`config.mk`:
```
export PLATFORM = sky130hd
export DESIGN_NAME = rste_divsqrt
export DESIGN_NICKNAME = d
export VERILOG_FILES = /design/src/design/robust_signal_threshold_estimator_top_defines.svh /design/src/design/rste_pkg.sv /design/src/design/rste_divsqrt.sv
export SDC_FILE = /design/constraint.sdc
export NUM_CORES = 1
export LEC_CHECK = 0
export BUFFER_PORTS_ARGS = -buffer_cell sky130_fd_sc_hd__buf_2
export CELL_PAD_IN_SITES_DETAIL_PLACEMENT = 0
export CELL_PAD_IN_SITES_GLOBAL_PLACEMENT = 2
export CORE_UTILIZATION = 40
export CTS_CLUSTER_DIAMETER = 50
export DETAILED_ROUTE_END_ITERATION = 6
export GPL_TIMING_DRIVEN = 1
export PLACE_DENSITY_LB_ADDON = 0.3
export SLEW_MARGIN = 15
export SYNTH_ARGS = -nofsm -noshare
export SYNTH_HDL_FRONTEND = slang
export SYNTH_SLANG_ARGS = --single-unit
```
`constraint.sdc`:
```
create_clock -name clk_i -period 7.6 [get_ports clk_i]
set_input_delay 1.14 -clock clk_i [delete_from_list [all_inputs] [get_ports clk_i]]
set_output_delay 1.14 -clock clk_i [all_outputs]
set_load 0.01 [all_outputs]
```
`src/design/robust_signal_threshold_estimator_top_defines.svh`:
```
// Assertion macros shared by the threshold estimator RTL.
// Expects clk_i and rst_ni in the scope of each use.
`ifndef ROBUST_SIGNAL_THRESHOLD_ESTIMATOR_TOP_DEFINES_SVH
`define ROBUST_SIGNAL_THRESHOLD_ESTIMATOR_TOP_DEFINES_SVH

// Check a property on every clock edge outside reset.
`define RSTE_ASSERT(lbl, prop, msg) \
  lbl: assert property (@(posedge clk_i) disable iff (!rst_ni) prop) \
    else $error(msg);

// Check a property on every clock edge, reset included.
`define RSTE_ASSERT_ALWAYS(lbl, prop, msg) \
  lbl: assert property (@(posedge clk_i) prop) \
    else $error(msg);

`endif

```
`src/design/rste_pkg.sv`:
```
// Types shared by the threshold estimator top level and its divide/sqrt unit.
// No dependencies.
`timescale 1ns / 1ps

package rste_pkg;

  typedef enum logic [3:0] {
    ST_IDLE,
    ST_EV_RING,
    ST_EV_HIST,
    ST_EV_WR,
    ST_INS,
    ST_INS_WR,
    ST_SW1,
    ST_QUART,
    ST_SW2,
    ST_MUL1,
    ST_MUL2,
    ST_SQ_GO,
    ST_SQRT,
    ST_DIV,
    ST_DONE
  } state_e;

  typedef enum logic {
    OP_SQRT,
    OP_DIV
  } unit_op_e;

  typedef struct packed {
    logic     start;
    unit_op_e op;
  } unit_ctrl_t;

  typedef struct packed {
    logic busy;
    logic done;
  } unit_stat_t;

endpackage

```
`src/design/rste_divsqrt.sv`:
```
// Shared restoring unit: integer square root or integer divide, one bit a cycle.
// Uses rste_pkg for its control and status structs.
`timescale 1ns / 1ps

module rste_divsqrt #(
  parameter int AW = 40,
  parameter int BW = 11
) (
  input  logic                clk_i,
  input  logic                rst_ni,
  input  rste_pkg::unit_ctrl_t ctrl_i,
  input  logic [AW-1:0]       opa_i,
  input  logic [BW-1:0]       opb_i,
  output logic [AW-1:0]       res_o,
  output rste_pkg::unit_stat_t stat_o
);

  localparam int UW = AW / 2 + BW + 2;
  localparam int NW = $clog2(AW + 1);

  logic [AW-1:0]     src_q, src_d;
  logic [UW-1:0]     rem_q, rem_d;
  logic [AW-1:0]     res_q, res_d;
  logic [BW-1:0]     div_q, div_d;
  logic [NW-1:0]     cnt_q, cnt_d;
  logic              busy_q, busy_d;
  logic              done_q, done_d;
  rste_pkg::unit_op_e op_q, op_d;

  logic [UW-1:0]     shifted;
  logic [UW-1:0]     trial;
  logic              ge;

  always_comb begin
    if (op_q == rste_pkg::OP_SQRT) begin
      shifted = {rem_q[UW-3:0], src_q[AW-1:AW-2]};
      trial   = UW'({res_q, 2'b01});
    end else begin
      shifted = {rem_q[UW-2:0], src_q[AW-1]};
      trial   = UW'(div_q);
    end
    ge = (shifted >= trial);
  end

  always_comb begin
    src_d  = src_q;
    rem_d  = rem_q;
    res_d  = res_q;
    div_d  = div_q;
    cnt_d  = cnt_q;
    busy_d = busy_q;
    done_d = 1'b0;
    op_d   = op_q;
    if (ctrl_i.start) begin
      src_d  = opa_i;
      rem_d  = '0;
      res_d  = '0;
      div_d  = opb_i;
      op_d   = ctrl_i.op;
      cnt_d  = (ctrl_i.op == rste_pkg::OP_SQRT) ? NW'(AW / 2) : NW'(AW);
      busy_d = 1'b1;
    end else if (busy_q) begin
      rem_d = ge ? (shifted - trial) : shifted;
      res_d = {res_q[AW-2:0], ge};
      src_d = (op_q == rste_pkg::OP_SQRT) ? {src_q[AW-3:0], 2'b00} : {src_q[AW-2:0], 1'b0};
      cnt_d = cnt_q - NW'(1);
      if (cnt_q == NW'(1)) begin
        busy_d = 1'b0;
        done_d = 1'b1;
      end
    end
  end

  always_ff @(posedge clk_i or negedge rst_ni) begin
    if (!rst_ni) begin
      busy_q <= 1'b0;
      done_q <= 1'b0;
      cnt_q  <= '0;
      op_q   <= rste_pkg::OP_SQRT;
    end else begin
      busy_q <= busy_d;
      done_q <= done_d;
      cnt_q  <= cnt_d;
      op_q   <= op_d;
    end
  end

  always_ff @(posedge clk_i) begin
    src_q <= src_d;
    rem_q <= rem_d;
    res_q <= res_d;
    div_q <= div_d;
  end

  assign res_o       = res_q;
  assign stat_o.busy = busy_q;
  assign stat_o.done = done_q;

endmodule
```
==> metrics.csv <==
stage,metric,value,unit
setup_path,critical path endpoint category,flip-flop,
synth,Compound-Gate Fraction of Synth Area,16.17,%
drt,drt pass-1 iters,5,
cts,total CTS buffers,17,
global_routing,vias in the first global route,6192,
setup_path,CP most frequent cell,buf_4,
synth,XOR/XNOR share of the synthesized area,2.702,%
cts,CTS-repair resized insts,0,
synth,sequential fraction of the synthesis area,39.47,%
synth,post-synthesis simple-gate area fraction,15.64,%
pwr,Tot Pwr,3.463,mW
finish,fraction of layout instances using a drive strength above 1,18.90,%
sta,worst hold slack,0.4848,ns
placed_design,Port Buffer Count,96,
pwr,Logic pwr share,49.5,%
setup_path,CP required,7.89,ns
finish,fin area,9265,µm²
global_routing,met1 usage,24.90,%
drt,DR vias,6372,
drt,final wirelength,18.72,mm
run,max-cap violation count,0,
setup_path,CP startpoint,op_q,
synth,ys flop type,dfxtp_1,
sta,Hold Fails Final Rpt,0,
setup_path,CP max stage cell,dfrtp_4,
synth,yosys warns,0,
global_routing,largest net degree at the start of global routing,114,
synth,Cells after Synth,869,
drt,Routed WL per cell,15.51,µm
pwr,Pint,2.072,mW
floorplanning,Die Footprint,20830,µm²
synth,largest family of logic cells by synthesized area,multiplexers,
synth,cell taking the most area after synthesis,edfxtp_1,
sta,setup TNS,0,ns
placed_design,Placed Area,8688,µm²
global_routing,gr ovfl total,0,
cts,clock-pin slew on the worst setup and hold paths,0.06,ns
placed_design,gp weighted congestion,0.8027,
sta,Fin Clk Skew,0.008789,ns
floorplanning,die span in y,144.3,µm
finish,most frequent cells in the layout,"nor2_1 (99), nand2_1 (98), buf_2 (95), mux2i_1 (94), dfxtp_1 (72)",
sta,fin crit share,65.27,%
floorplanning,# IOs,97,
sta,relative slew slack,33.00,%
synth,Synth Net Count,960,
synth,post-synth cell types,62,
setup_path,worst r2r src,op_q,
synth,synthesized area per cell,9.324,µm²
drt,Via density,5.279,
pwr,Sequential Power Share,26.8,%
setup_path,crit path DAT,5.25,ns
pwr,maximum vdd drop,0.1905,mV
floorplanning,Die Wd,144.3,µm
finish,area growth from synthesis to layout,14.35,%
min_path,Hold/Removal Path Class,flip-flop to flip-flop,
pwr,Sw Share,40.16,%
synth,Async SR Flop Fraction,6.818,%
setup_path,CP top delay family,simple AND/OR/NAND/NOR gates,
pwr,net switching power,1.391,mW
global_routing,first-pass GRT wire length,30.97,mm
synth,post-synthesis register bit count,132,
setup_path,Setup crit start kind,flip-flop,
floorplanning,# rows,51,
pwr,Leakage,4.244,nW
placed_design,detailed placement HPWL,12.89,mm
synth,mux share of post-synthesis cell area,16.34,%
synth,Synth area leaders,"edfxtp_1 (19%), dfxtp_1 (18%), mux2i_1 (12%)",
drt,1st-iter DRT viols,264,
sta,final worst slack,2.640,ns
cts,clock root buffer,clkbuf_16,
synth,post-synthesis cell area,8103,µm²
sta,worst slew pin tran,1.002,ns
cts,Clock Sinks,132,
finish,"commonest non-fill, non-tap cell in the layout",nor2_1,
min_path,Hold Startpoint,rem_q[12],
sta,fin crit period,4.960,ns
cts,Clock Tree Buf Depth,2,
cts,CTS tree,built,
finish,Diodes inserted,0,
sta,# setup viols final,0,
placed_design,pre-CTS WS,2.570,ns
drt,Final ANT Viol Nets,0,
sta,max frequency,201.6,MHz
synth,top cell type's share of synthesized area,18.90,%
floorplanning,Initial Util,41.23,%
setup_path,Setup CP Type,flip-flop to flip-flop,
floorplanning,Core Area,19650,µm²
global_routing,met2 usage,30.62,%
synth,Synth Area in Adders,5.652,%
pwr,pwr dens,373.8,nW/µm²
synth,Post-synth EDFFs,51,
cts,# H-tree levels,4,
status,outcome,"finished, final reports clean",
setup_path,Crit Path Max Fanout,65,
drt,drt drc,0,
setup_path,CP peak stage delay,0.89,ns
setup_path,CP Cell Sequence,buf_4 > nand2_1 > ha_1 > nor2b_1 > o31a_1 > o311ai_2 > a31oi_2 > nor3_4 > buf_4 > mux2_1 > mux2i_1 > nor2_1,
finish,NumNets Final,1021,
global_routing,initial antenna violation count,0,
setup_path,CP bufs+invs,2,
global_routing,Total Routing Usage GR,19.00,%
global_routing,global route hottest layer,met2,
sta,RSZ-0062 raised after global routing,false,
pwr,Clk pwr share,23.8,%
global_routing,grt met3 use,5.166,%
cts,cts hold-fix bufs,0,
sta,max-slew violation count,0,
cts,clock latency on the worst-skew pair,0.43,ns
cts,Setup Buffers After CTS,0,
sequential cells by signal, indices dropped and copies added (netlist names):
signal / cells
res_o: 40
src_q: 40
rem_q: 32
div_q: 11
cnt_q: 6
busy_q: 1
done_q: 1
op_q: 1
through the flow:
step	cells	util, %
6_report	1207	47.14
3_3_place_gp	1176	44.21
5_1_grt	1207	47.14
2_1_floorplan	869	-
3_5_place_dp	1176	44.21
4_1_cts	1207	47.14
area by class of cell:
type / count / area [µm²]
flip-flops and latches: 132 / 3206
repair buffers: 101 / 520.5
inverters: 14 / 52.55
clock buffers: 18 / 429.2
well taps: 265 / 331.6
multi-input cells: 664 / 4579
fillers: 2006 / 10390
clock inverters: 13 / 146.4
power by group through the flow:
stage / sequential, mW / clock (mW) / combinational (mW)
floorplan: 0.908 / 0 / 1.44
detailed placement: 0.943 / 0 / 1.72
CTS: 0.928 / 0.847 / 1.73
global placement: 0.940 / 0 / 1.72
global route: 0.942 / 0.877 / 1.91
finish: 0.927 / 0.823 / 1.71
logic make-up (layout without fill, tap and decap cells):
family / after synthesis / count (layout)
XOR/XNOR: 25 / 25
AND/OR/NAND/NOR: 283 / 283
flip-flops: 132 / 132
multiplexers: 128 / 128
AO/OA/AOI/OAI: 192 / 192
buffers and inverters: 73 / 146
adder cells (fa/ha/maj): 36 / 36
cell usage after synthesis, drive strengths merged, types with 4 or more instances:
cell type / count
o21ai: 63
xor2: 6
nand3: 17
mux2: 34
nor2: 99
a31oi: 4
nand4: 9
a211oi: 8
a2111oi: 5
nor3: 11
a211o: 6
a41oi: 4
inv: 14
a311oi: 17
dfrtp: 9
edfxtp: 51
o21a: 4
nand2b: 27
ha: 35
dfxtp: 72
a21o: 16
o211ai: 4
and3: 8
xnor2: 19
nor4: 6
clkbuf: 33
o31ai: 4
a21oi: 39
nand2: 98
buf: 26
mux2i: 94
worst paths after layout:
path                            depth (start not counted)         to  slack, ns
min in group asynchronous                               1   cnt_q[3]       0.56
worst max register to register                         12   rem_q[1]       2.64
max in group asynchronous                               1       op_q       6.84
worst max-delay path                                   12   rem_q[1]       2.64
worst min register to register                          2  rem_q[12]       0.48
worst min-delay path                                    2  rem_q[12]       0.48
layer usage:
layer  wire length [µm]  part of all wire, %
met1               9051                   48
met2               8651                   46
met3                832                  4.4
met4                184                 0.98
met5                  0                    0
worst min-delay path, stage by stage, from the launching register on:
cell and delay [ns]:
dfxtp_1 0.32, nand2_1 0.06, a21oi_1 0.05
(Power assumes the default switching activity.)
